==> src/rtl/sshs_pkg.sv <==
// Shared constants, keyword table and record type for the section header scanner.
package sshs_pkg;

	localparam int OFFSET_BITS = 24;
	localparam int COUNT_BITS  = 16;

	localparam int REC_RAW_W = 3 + 32 + 32 + OFFSET_BITS + 2 * COUNT_BITS;
	localparam int REC_OUT_W = ((REC_RAW_W + 7) / 8) * 8;

	localparam logic [2:0] KIND_INIT      = 3'd0;
	localparam logic [2:0] KIND_FRAME     = 3'd1;
	localparam logic [2:0] KIND_MACRO     = 3'd2;
	localparam logic [2:0] KIND_TRIGGER   = 3'd3;
	localparam logic [2:0] KIND_DUP_INIT  = 3'd4;
	localparam logic [2:0] KIND_DUP_FRAME = 3'd5;
	localparam logic [2:0] KIND_END       = 3'd6;

	localparam logic [7:0] CHR_NUL   = 8'h00;
	localparam logic [7:0] CHR_NL    = 8'h0a;
	localparam logic [7:0] CHR_OPEN  = 8'h7b;
	localparam logic [7:0] CHR_CLOSE = 8'h7d;

	localparam logic [1:0] KW_INIT    = 2'd0;
	localparam logic [1:0] KW_FRAME   = 2'd1;
	localparam logic [1:0] KW_MACRO   = 2'd2;
	localparam logic [1:0] KW_TRIGGER = 2'd3;

	typedef struct packed {
		logic                   valid;
		logic [2:0]             kind;
		logic [31:0]            sum_all;
		logic [31:0]            sum_odd;
		logic [OFFSET_BITS-1:0] offset;
		logic [COUNT_BITS-1:0]  macros;
		logic [COUNT_BITS-1:0]  triggers;
	} sshs_rec_t;

	// keyword text: init}, frame}, macro:, trigger:
	function automatic logic [7:0] kw_char(input logic [1:0] kw, input logic [2:0] idx);
		logic [63:0] txt;
		begin
			case (kw)
				KW_INIT:    txt = {8'h00, 8'h00, 8'h00, "}tini"};
				KW_FRAME:   txt = {8'h00, 8'h00, "}emarf"};
				KW_MACRO:   txt = {8'h00, 8'h00, ":orcam"};
				default:    txt = ":reggirt";
			endcase
			kw_char = txt[{idx, 3'b000} +: 8];
		end
	endfunction

	function automatic logic [3:0] kw_len(input logic [1:0] kw);
		begin
			case (kw)
				KW_INIT:  kw_len = 4'd5;
				KW_FRAME: kw_len = 4'd6;
				KW_MACRO: kw_len = 4'd6;
				default:  kw_len = 4'd8;
			endcase
		end
	endfunction

endpackage

==> src/rtl/sshs_core.sv <==
// Scanner state and per-byte update: header matching, name sums, counts.
module sshs_core
	import sshs_pkg::*;
(
	input  logic       clk,
	input  logic       arst_n,
	input  logic       step,
	input  logic [7:0] data_in,
	output sshs_rec_t  rec
);

	localparam logic [2:0] PH_IDLE         = 3'd0;
	localparam logic [2:0] PH_AFTER_NL     = 3'd1;
	localparam logic [2:0] PH_KEYWORD      = 3'd2;
	localparam logic [2:0] PH_MACRO_NAME   = 3'd3;
	localparam logic [2:0] PH_TRIGGER_NAME = 3'd4;

	logic [2:0]             phase_q, phase_d;
	logic [2:0]             kw_idx_q, kw_idx_d;
	logic [3:0]             cand_q, cand_d;
	logic [31:0]            sum_all_q, sum_all_d;
	logic [31:0]            sum_odd_q, sum_odd_d;
	logic                   odd_q, odd_d;
	logic [OFFSET_BITS-1:0] pos_q, pos_d, pos_next;
	logic                   init_seen_q, init_seen_d;
	logic                   frame_seen_q, frame_seen_d;
	logic [COUNT_BITS-1:0]  macros_q, macros_d;
	logic [COUNT_BITS-1:0]  triggers_q, triggers_d;
	logic                   err_q, err_d;

	logic [3:0] alive;
	logic [3:0] done;
	logic [3:0] idx_inc;

	assign pos_next = pos_q + 1'b1;
	assign idx_inc  = {1'b0, kw_idx_q} + 4'd1;

	always_comb begin
		for (int c = 0; c < 4; c++) begin
			alive[c] = cand_q[c] && ({1'b0, kw_idx_q} < kw_len(2'(c)))
				&& (kw_char(2'(c), kw_idx_q) == data_in);
			done[c]  = alive[c] && (kw_len(2'(c)) == idx_inc);
		end
	end

	always_comb begin
		phase_d      = phase_q;
		kw_idx_d     = kw_idx_q;
		cand_d       = cand_q;
		sum_all_d    = sum_all_q;
		sum_odd_d    = sum_odd_q;
		odd_d        = odd_q;
		pos_d        = pos_next;
		init_seen_d  = init_seen_q;
		frame_seen_d = frame_seen_q;
		macros_d     = macros_q;
		triggers_d   = triggers_q;
		err_d        = err_q;

		rec          = '0;
		rec.macros   = macros_q;
		rec.triggers = triggers_q;

		if (data_in == CHR_NUL) begin
			// end of buffer: report counts, then back to reset state
			rec.valid    = 1'b1;
			rec.kind     = KIND_END;
			phase_d      = PH_IDLE;
			kw_idx_d     = '0;
			cand_d       = 4'hf;
			sum_all_d    = '0;
			sum_odd_d    = '0;
			odd_d        = 1'b0;
			pos_d        = '0;
			init_seen_d  = 1'b0;
			frame_seen_d = 1'b0;
			macros_d     = '0;
			triggers_d   = '0;
			err_d        = 1'b0;
		end else if (!err_q) begin
			if (phase_q == PH_MACRO_NAME || phase_q == PH_TRIGGER_NAME) begin
				if (data_in == CHR_CLOSE) begin
					rec.valid   = 1'b1;
					rec.sum_all = sum_all_q;
					rec.sum_odd = sum_odd_q;
					rec.offset  = pos_next;
					if (phase_q == PH_MACRO_NAME) begin
						rec.kind = KIND_MACRO;
						if (macros_q != '1)
							macros_d = macros_q + 1'b1;
					end else begin
						rec.kind = KIND_TRIGGER;
						if (triggers_q != '1)
							triggers_d = triggers_q + 1'b1;
					end
					rec.macros   = macros_d;
					rec.triggers = triggers_d;
					phase_d      = PH_IDLE;
				end else begin
					sum_all_d = sum_all_q + {24'd0, data_in};
					if (odd_q)
						sum_odd_d = sum_odd_q + {24'd0, data_in};
					odd_d = ~odd_q;
				end
			end else if (phase_q == PH_KEYWORD && alive != 4'd0) begin
				cand_d   = alive;
				kw_idx_d = idx_inc[2:0];
				if (done[KW_INIT] || done[KW_FRAME]) begin
					rec.valid  = 1'b1;
					rec.offset = pos_next;
					phase_d    = PH_IDLE;
					if (done[KW_INIT]) begin
						rec.kind    = init_seen_q ? KIND_DUP_INIT : KIND_INIT;
						err_d       = init_seen_q;
						init_seen_d = 1'b1;
					end else begin
						rec.kind     = frame_seen_q ? KIND_DUP_FRAME : KIND_FRAME;
						err_d        = frame_seen_q;
						frame_seen_d = 1'b1;
					end
				end else if (done[KW_MACRO] || done[KW_TRIGGER]) begin
					phase_d   = done[KW_MACRO] ? PH_MACRO_NAME : PH_TRIGGER_NAME;
					sum_all_d = '0;
					sum_odd_d = '0;
					odd_d     = 1'b0;
				end
			end else if (phase_q == PH_AFTER_NL && data_in == CHR_OPEN) begin
				phase_d  = PH_KEYWORD;
				kw_idx_d = '0;
				cand_d   = 4'hf;
			end else begin
				// ordinary byte, including a keyword mismatch
				phase_d = (data_in == CHR_NL) ? PH_AFTER_NL : PH_IDLE;
			end
		end
	end

	always_ff @(posedge clk or negedge arst_n) begin
		if (!arst_n) begin
			phase_q      <= PH_IDLE;
			kw_idx_q     <= '0;
			cand_q       <= 4'hf;
			sum_all_q    <= '0;
			sum_odd_q    <= '0;
			odd_q        <= 1'b0;
			pos_q        <= '0;
			init_seen_q  <= 1'b0;
			frame_seen_q <= 1'b0;
			macros_q     <= '0;
			triggers_q   <= '0;
			err_q        <= 1'b0;
		end else if (step) begin
			phase_q      <= phase_d;
			kw_idx_q     <= kw_idx_d;
			cand_q       <= cand_d;
			sum_all_q    <= sum_all_d;
			sum_odd_q    <= sum_odd_d;
			odd_q        <= odd_d;
			pos_q        <= pos_d;
			init_seen_q  <= init_seen_d;
			frame_seen_q <= frame_seen_d;
			macros_q     <= macros_d;
			triggers_q   <= triggers_d;
			err_q        <= err_d;
		end
	end

endmodule

==> src/rtl/script_section_header_scanner.sv <==
// Script section header scanner: one text byte in, at most one header record out, per
// transaction. The block takes one byte every cycle while its output is not stalled; each
// byte goes into an input register, is scanned by a short state update while it is held
// there, and its record, if any, lands in the output register when the byte moves on.
// Input and output stall independently: a byte is accepted whenever the input register is
// empty or moving on, and the output register holds a record until it is taken. A zero
// byte ends the buffer with an end record carrying the macro and trigger counts.
module script_section_header_scanner
	import sshs_pkg::*;
(
	input  logic                 clk,
	input  logic                 arst_n,
	input  logic                 s_tvalid,
	output logic                 s_tready,
	input  logic [7:0]           s_tdata,  // [7:0] data_in
	output logic                 m_tvalid,
	input  logic                 m_tready,
	output logic [REC_OUT_W-1:0] m_tdata   // record_kind, name_sum, odd_name_sum, body_offset,
	                                       // macro_count, trigger_count, then zero fill
);

	logic       in_valid_s1;
	logic [7:0] in_byte_s1;
	logic       advance;
	sshs_rec_t  rec;
	logic       out_valid_q;
	sshs_rec_t  out_rec_q;

	assign advance  = in_valid_s1 && (!out_valid_q || m_tready);
	assign s_tready = !in_valid_s1 || advance;

	always_ff @(posedge clk or negedge arst_n) begin
		if (!arst_n)
			in_valid_s1 <= 1'b0;
		else if (s_tready)
			in_valid_s1 <= s_tvalid;
	end

	always_ff @(posedge clk) begin
		if (s_tready && s_tvalid)
			in_byte_s1 <= s_tdata;
	end

	sshs_core u_core (
		.clk     (clk),
		.arst_n  (arst_n),
		.step    (advance),
		.data_in (in_byte_s1),
		.rec     (rec)
	);

	always_ff @(posedge clk or negedge arst_n) begin
		if (!arst_n)
			out_valid_q <= 1'b0;
		else if (advance)
			out_valid_q <= rec.valid;
		else if (m_tready)
			out_valid_q <= 1'b0;
	end

	always_ff @(posedge clk) begin
		if (advance)
			out_rec_q <= rec;
	end

	assign m_tvalid = out_valid_q;
	assign m_tdata  = REC_OUT_W'({out_rec_q.triggers, out_rec_q.macros, out_rec_q.offset,
		out_rec_q.sum_odd, out_rec_q.sum_all, out_rec_q.kind});

endmodule
==> config.mk <==
export PLATFORM = sky130hd
export DESIGN_NAME = script_section_header_scanner
export DESIGN_NICKNAME = d
export VERILOG_FILES = /design/src/rtl/sshs_pkg.sv /design/src/rtl/sshs_core.sv /design/src/rtl/script_section_header_scanner.sv
export SDC_FILE = /design/constraint.sdc
export NUM_CORES = 1
export LEC_CHECK = 0
export ABC_AREA = 1
export BUFFER_PORTS_ARGS = -buffer_cell sky130_fd_sc_hd__buf_4
export CORE_MARGIN = 4
export CORE_UTILIZATION = 65
export CTS_BUF_LIST = sky130_fd_sc_hd__clkbuf_8
export DETAILED_ROUTE_END_ITERATION = 6
export PLACE_DENSITY = 0.86
export SLEW_MARGIN = 25
export SYNTH_ARGS = -nofsm -noshare
export SYNTH_HDL_FRONTEND = slang
export SYNTH_SLANG_ARGS = --single-unit
==> constraint.sdc <==
create_clock -name clk -period 11.5 [get_ports clk]
set_clock_uncertainty 0.1 [all_clocks]
set_input_delay 2.3 -clock clk [delete_from_list [all_inputs] [get_ports clk]]
set_output_delay 2.3 -clock clk [all_outputs]
set_load 0.01 [all_outputs]
-- After elaboration in Yosys (flattened, before gate mapping)
Cells that the tools add are included.
Widths: inputs -> output; s select.
- add/sub/neg operators: 6
- magnitude comparators: 3
- equal/unequal tests: 24
- shifts and indexed selects: 4
- muxes and demuxes: 92
- bitwise operators: 3
- reductions and logical operators: 43
- operators with widths (operator ; count):
    $mux 32 ; 14
    $mux 16 ; 16
    $shiftx 64x7->8 const A ; 4
    $mux 124 ; 2
    $mux 24 ; 4
    $add 32x8->32 ; 2
    $mux 64 ; 1
    $mux 3 ; 17
    $mux 4 ; 9
    $add 16x1->16 const B ; 2
    $eq 8x8->1 ; 4
    $ne 16x16->1 const B ; 2
    $mux 1 ; 29
    $add 24x1->24 const B ; 1
    $reduce_and 6->1 ; 3
    $eq 8x7->1 const B ; 2
    $logic_and 1x1->1 ; 16
    $reduce_and 4->1 ; 3
    $reduce_bool 2->1 ; 6
    $reduce_bool 3->1 ; 3
    $eq 3x4->1 const A ; 2
    $eq 8x4->1 const B ; 1
    $logic_not 8->1 ; 1
    $reduce_and 7->1 ; 1
    other kinds (18) ; 30
- bits in registers: 267
- input bits: 12
- output and inout port bits: 130

-- Logic depth before layout (Yosys ltp)
Gate-level depths: netlist of the first run.
- depth in word-level cells: 11
- gate-level depth with buffers: 20
- mapped depth without buffers: 19

-- Cells and area by module
From an unflattened synthesis of the first run, not the netlist that was laid out.
- cell total of the unflattened synthesis: 2089
- area, all modules: 15861.5 um2
- by module, submodules not included (module ; instances ; cells each ; area an instance (um2) ; seq. area each (um2)):
    sshs_core ; 1 ; 1940 ; 11788.8 ; 3358.2
    script_section_header_scanner ; 1 ; 149 ; 4072.7 ; 3983.8

-- Worst setup path before layout of the first run
Ideal clock, no wire load.
- kind: input-to-reg
- from: in m_tready
- to: reg u_core.sum_odd_q[21]
- setup time: 0.117 ns
- data arrival time: 6.059 ns
- data required time: 11.283 ns
- path slack: 5.223 ns
- cell stages on the path: 12
- cells stage by stage: o21ai_2 > inv_1 > nand2_2 > inv_2 > nor2_2 > inv_2 > nand2_4 > nor2_8 > nand2_2 > buf_4 > nand2_1 > nand2_1
- cells in the longest elaborated chain, start to end: 3
- RTL lines (what ; RTL line ; text):
    from (decl) ; script_section_header_scanner.sv:17 ; input logic m_tready,
    $logic_or 1x1->1 ; script_section_header_scanner.sv:29 ; assign advance = in_valid_s1 && (!out_valid_q || m_tready);
    $logic_and 1x1->1 ; script_section_header_scanner.sv:29 ;
    via advance ; script_section_header_scanner.sv:24 ; logic advance;
    $reduce_and 7->1 (no source line) ; - ;
    to (signal assigned) ; sshs_core.sv:157 ; sum_odd_q <= sum_odd_d;
    to (decl) ; sshs_core.sv:22 ; logic [31:0] sum_odd_q, sum_odd_d;
The timed path passes the listed nets, and every way through them passes these cells.
A chain may end at the register's enable or synchronous reset.

-- Worst setup path in the final report of the first run
- from: in m_tready
- to: out s_tready
- cells in the longest elaborated chain, start to end: 3
- RTL lines (what ; RTL line ; text):
    $logic_or 1x1->1 ; script_section_header_scanner.sv:29 ;
    $logic_and 1x1->1 ; script_section_header_scanner.sv:29 ;
    $logic_or 1x1->1 ; script_section_header_scanner.sv:30 ; assign s_tready = !in_valid_s1 || advance;
    to (decl) ; script_section_header_scanner.sv:14 ; output logic s_tready,
No other way between the ends.

==> results of run 1 <==
## metrics by stage
stage | hold slack, ns | power (mW)
after global routing | 0.413 | 2.11
final | 0.392 | 2.04
after floorplan | 0.342 | 1.17
after global placement | 0.359 | 1.23
after CTS | 0.388 | 2.04
after detailed placement | 0.375 | 1.24
## routing by layer
metal	wire length (um)	global-route usage
met1	16900	0.409
met2	20400	0.523
met3	3320	0.0427
met4	1380	0.125
met5	0	0
## flip-flops by register name, summed over array words and instances, names as in the netlist, 3 cells and up
name	cells
m_tdata	123
u_core.sum_all_q	32
u_core.sum_odd_q	32
u_core.triggers_q	16
u_core.macros_q	16
u_core.cand_q	4
u_core.phase_q	3
u_core.pos_q	24
u_core.kw_idx_q	3
in_byte_s1	8
## cell families (layout without fill, tap and decap cells)
| kind of cell | after synthesis | in the layout | share of synthesized area |
|---|---|---|---|
| fa+ha+maj | 30 | 30 | 0.0245 |
| flops | 267 | 267 | 0.461 |
| other cells | 1 | 5 | 0.000235 |
| mux | 4 | 4 | 0.00251 |
| simple gates | 1201 | 1201 | 0.347 |
| compound gates | 165 | 165 | 0.0573 |
| buf+inv | 285 | 436 | 0.0793 |
| xor+xnor | 51 | 51 | 0.0280 |
## worst max-delay path: cells and delay by family
kind          cells  cell delay [ns]
buf+inv           2             0.29
simple gates      2             0.29
## area by class of cell
cell class              count  area, sq um
clock buffers              46          633
clock inverters            36          218
fillers                  1874         6400
inverters                 212          817
multi-input cells        1456         7350
flip-flops and latches    267         7340
well taps                 324          405
repair buffers            142         1080
## layout by cell type (no fill, tap or decap), drive strengths merged, types with 4 or more instances in the layout
cell    instances
edfxtp        131
nand2         548
dfrtp         132
nand3         230
ha             28
xor2           43
o21ai          95
conb            5
o211ai          9
o21bai          5
clkinv         18
clkbuf         46
and3            4
nor2          270
nor3           61
inv           225
dfstp           4
mux2i           4
nand3b          8
o22ai          20
or2            10
nor4           18
a21oi          31
buf           142
nand4          45
xnor2           8
## worst max-delay path by stage
| stage | to | depth (start not counted) | slack [ns] |
|---|---|---|---|
| CTS | s_tready | 4 | 6.22 |
| detailed placement | u_core.sum_odd_q[7] | 13 | 6.15 |
| global placement | s_tready | 4 | 6.26 |
| finish | s_tready | 4 | 6.22 |
| floorplan | u_core.sum_odd_q[21] | 12 | 5.22 |
| global route | s_tready | 4 | 6.17 |
## where the power goes
| group | total (mW) | internal (mW) | leakage (nW) | switching [mW] |
|---|---|---|---|---|
| clock network | 0.816 | 0.421 | 0.476 | 0.396 |
| logic | 0.150 | 0.0559 | 4.66 | 0.0944 |
| registers | 1.07 | 1.04 | 3.07 | 0.0315 |
| total | 2.04 | 1.52 | 8.20 | 0.521 |
==> flow_metrics.py, run 1 <==
metrics = {
    "outcome": {
        "status": "completed",
    },
    "synth": {
        "yosys_warnings": 0,
        "synth_edf_count": 131,
        "synth_seq_area_share": 0.461,
        "syn_area_sq_mm": 0.0159,
        "syn_area_per_cell_sq_um": 7.95,
        "synth_area_leaders": "edfxtp_1 25%, dfrtp_1 21%, nand2_1 12%",
        "yosysMostFrequentCell": "nand2_1",
        "syn_inst": 2004,
        "yosysUniqueCellTypes": 56,
        "yosysTopAreaCellShare": 0.247,
        "synth.top_cells.by_count": "525 x nand2_1, 254 x nor2_1, 196 x nand3_1",
        "synth-main-ff-cell": "dfrtp_1",
        "synth_area_leader_cell": "edfxtp_1",
        "synthArstFlopShare": 0.509,
        "synth-seq-cells": 267,
    },
    "power": {
        "power_leakage_nw": 8.20,
        "vdd_ir_drop_max_mv": 0.0998,
        "cellPowerDensity_mw_per_mm2": 114,
    },
    "routing": {
        "ant_nets": 0,
        "drt_iter0_drc": 1654,
        "wl_per_cell_um": 16.9,
        "drc": 0,
        "viasPerCell": 5.82,
        "drt-total-wl_mm": 42.0,
        "drtPass1Iterations": 6,
        "vias": 14454,
    },
    "min_path": {
        "hold_end": "u_core.init_seen_q",
        "hold_path_class": "flop to flop",
        "holdPathStages": 2,
        "min_from": "u_core.init_seen_q",
    },
    "clock_network": {
        "postCtsSetupBuffers": 0,
        "clk_pin_slew_ns": 0.06,
        "cts_sinks": 267,
        "cts_tree": "yes",
        "cts_resized": 0,
        "clockBufferDepth": 3,
        "insertion_delay_ns": 0.58,
        "htree_levels": 2,
        "root_buffer": "clkbuf_8",
        "hold_buffers": 0,
        "cts_buffers": 44,
    },
    "global_routing": {
        "grt_max_degree": 83,
        "grt_pass1_vias": 14009,
        "antenna_found_initial": 0,
        "grt_pass1_wl_mm": 68.7,
        "track_usage": 0.311,
        "overflow": 0,
    },
    "job": {
        "maxCapViolations": 0,
    },
    "worst_setup_path": {
        "reg2regPathDepth": 16,
        "critPathCaptureType": "primary output",
        "max_stage_delay_ns": 0.17,
        "rr_startpoint": "u_core.kw_idx_q[2]",
        "cp_slowest_cell": "nor2_1",
        "critPathMaxFanout": 3,
        "critPathRequiredTime_ns": 9.10,
        "cpMostUsedCell": "buf_4",
        "cp_cell_sequence": "buf_4 > nor2_1 > nand2_1 > buf_4",
        "start_kind": "input port",
        "cp-startpoint": "m_tready",
        "r2r-end": "u_core.sum_all_q[3]",
        "reg2reg_slack_ns": 7.07,
        "path_class": "input port to primary output",
        "cp.arrival_ns": 2.88,
    },
    "cells_and_area": {
        "stdcell_count": 2483,
        "antenna_cells": 0,
        "fin_nets": 2165,
        "final_area_sq_mm": 0.0178,
        "final_util": 0.736,
        "area_growth_pct": 12.1,
        "drive_above_1_share": 0.146,
    },
    "die": {
        "chipWidth_um": 165,
        "core_area_sq_mm": 0.0242,
        "die_area_sq_mm": 0.0271,
        "start_util": 0.657,
        "row_count": 57,
        "die_h_um": 165,
        "io_pins": 142,
    },
    "timing": {
        "finalCriticalPeriod_ns": 5.28,
        "slew_headroom": 0.357,
        "hold_viol": 0,
        "finalSetupViolations": 0,
        "tns_ns": 0,
        "period_share": 0.459,
        "fmax_ghz": 0.189,
        "tightest_slew_ns": 0.965,
        "drv_slew": 0,
        "timing.final.ws_setup_ns": 6.22,
        "grt_setup_unrepaired": "false",
    },
    "place": {
        "port_buffers": 136,
        "dp.cells": 2400,
        "dpl_cell_area_sq_mm": 0.0170,
        "place.gp.congestion": 0.977,
        "hpwl_mm": 29.1,
        "place_ws_ns": 6.15,
    },
}
Power figures use the tool's default switching activity.
==> run 2: changes to the inputs <==
- CORE_UTILIZATION: 65 -> 62
- PLACE_DENSITY: 0.86 -> 0.83
- clock period: 11.5 -> 5.4 ns (I/O delays scaled with it)
==> flow_metrics.py, run 2 (synthesis gave the netlist of run 1 again) <==
metrics = {
    "timing": {
        "tightest_slew_ns": 0.878,
        "finalSetupViolations": 0,
        "period_share": 0.737,
        "hold_viol": 0,
        "tns_ns": 0,
        "finalCriticalPeriod_ns": 3.98,
        "finalHoldWorstSlack_ns": 0.404,
        "timing.final.ws_setup_ns": 1.42,
        "drv_slew": 0,
        "fmax_ghz": 0.251,
        "grt_setup_unrepaired": "false",
        "slew_headroom": 0.414,
    },
    "place": {
        "port_buffers": 136,
        "place_ws_ns": 1.52,
        "dp.cells": 2412,
        "hpwl_mm": 30.2,
        "dpl_cell_area_sq_mm": 0.0170,
        "place.gp.congestion": 0.995,
    },
    "clock_network": {
        "cts_tree": "yes",
        "clk_pin_slew_ns": 0.06,
        "root_buffer": "clkbuf_8",
        "cts_buffers": 44,
        "hold_buffers": 0,
        "postCtsSetupBuffers": 0,
        "cts_resized": 0,
        "htree_levels": 2,
        "clockBufferDepth": 3,
        "cts_sinks": 267,
        "insertion_delay_ns": 0.58,
    },
    "worst_setup_path": {
        "critPathMaxFanout": 34,
        "max_stage_delay_ns": 0.86,
        "path_class": "flop to flop",
        "critPathRequiredTime_ns": 5.75,
        "cp_cell_sequence": "ha_1 > inv_1 > nor3_1 > nor2_1 > nor2_1 > nand2_1 > nand2_2 > nor2_4 > nor2_8 > nand2_2 > nand2_4 > nand2_2 > nand2_1 > nand2_1",
        "cp.arrival_ns": 4.33,
        "critPathCaptureType": "flop",
        "start_kind": "flop",
        "cp_slowest_cell": "dfrtp_1",
    },
    "routing": {
        "met1Wirelength_mm": 17.7,
        "drt_iter0_drc": 1538,
        "ant_nets": 0,
        "wl_per_cell_um": 17.2,
        "drtPass1Iterations": 6,
        "wl_met2_mm": 20.8,
        "highest_layer": "met4",
        "viasPerCell": 5.81,
        "vias": 14480,
        "drc": 0,
        "wl_met3_mm": 3.09,
        "drt-total-wl_mm": 42.8,
    },
    "cells_and_area": {
        "antenna_cells": 0,
        "drive_above_1_share": 0.146,
        "final_common_cell": "nand2_1",
        "stdcell_count": 2494,
        "layout.cells.most_common_list": "525 x nand2_1, 254 x nor2_1, 217 x inv_1, 196 x nand3_1, 146 x buf_4",
        "largest_register_ffs": 123,
        "area_growth_pct": 12.2,
        "final_area_sq_mm": 0.0179,
        "fin_nets": 2170,
    },
    "die": {
        "start_util": 0.631,
        "die_area_sq_mm": 0.0283,
        "row_count": 58,
        "io_pins": 142,
        "die_h_um": 168,
        "core_area_sq_mm": 0.0253,
        "chipWidth_um": 168,
    },
    "global_routing": {
        "grt_pass1_vias": 14002,
        "grt_pass1_wl_mm": 69.8,
        "antenna_found_initial": 0,
        "track_usage": 0.299,
        "grt_max_degree": 74,
        "overflow": 0,
    },
    "min_path": {
        "hold_path_class": "flop to flop",
    },
    "outcome": {
        "status": "completed",
    },
    "power": {
        "cellPowerDensity_mw_per_mm2": 239,
        "power_leakage_nw": 8.26,
        "vdd_ir_drop_max_mv": 0.198,
    },
    "job": {
        "maxCapViolations": 0,
    },
}
run 2: changes by cell type in the layout (fill, tap and decap cells not counted), moves of 2 or more:
| cell | delta |
|---|---|
| buf_4 | +6 |
| bufinv_16 | -2 |
| inv_1 | +13 |
| clkinv_2 | -4 |
| clkinv_1 | -9 |
| clkbuf_8 | +4 |
| clkinvlp_4 | -3 |
run 2: metrics by stage:
stage,utilization,power (mW)
after global routing,0.708,4.44
after detailed placement,0.674,2.64
after global placement,0.674,2.62
after CTS,0.707,4.30
after floorplan,-,2.49
final,0.708,4.27
run 2: worst max-delay path: cells and delay by family (launching register included):
| kind | cells | cell delay [ns] |
|---|---|---|
| adders and majority gates | 1 | 0.55 |
| and+or+nand+nor | 12 | 2.15 |
| DFF | 1 | 0.86 |
| buffers and inverters | 1 | 0.18 |
run 2: cell type report:
type,count,area [sq um]
Timing Repair Buffer,147,1110
Sequential cell,267,7340
Tap cell,330,413
Multi-Input combinational cell,1456,7350
Fill cell,2023,7390
Inverter,212,817
Clock buffer,50,688
Clock inverter,32,149
run 2: routing by layer:
layer | vias to the layer above | GRT usage
li1 | 6852 | -
met4 | 0 | 0.109
met2 | 691 | 0.507
met1 | 6822 | 0.392
met3 | 115 | 0.0460
met5 | - | 0
run 2: power breakdown:
part / internal (mW) / switching [mW] / total [mW]
sequential: 2.22 / 0.0650 / 2.28
combinational: 0.119 / 0.203 / 0.322
clock: 0.855 / 0.818 / 1.67
run 2: final timing paths:
| kind | startpoint | to | slack [ns] | cells past startpoint |
|---|---|---|---|---|
| setup / recovery | u_core.kw_idx_q[2] | u_core.sum_all_q[2] | 1.42 | 14 |
| hold / removal | u_core.cand_q[2] | u_core.cand_q[2] | 0.40 | 2 |
| setup reg to reg | u_core.kw_idx_q[2] | u_core.sum_all_q[2] | 1.42 | 14 |
| hold reg to reg | u_core.cand_q[2] | u_core.cand_q[2] | 0.40 | 2 |
| max in group asynchronous | arst_n | u_core.cand_q[1] | 3.70 | 2 |
| min in group asynchronous | arst_n | u_core.macros_q[4] | 0.46 | 1 |
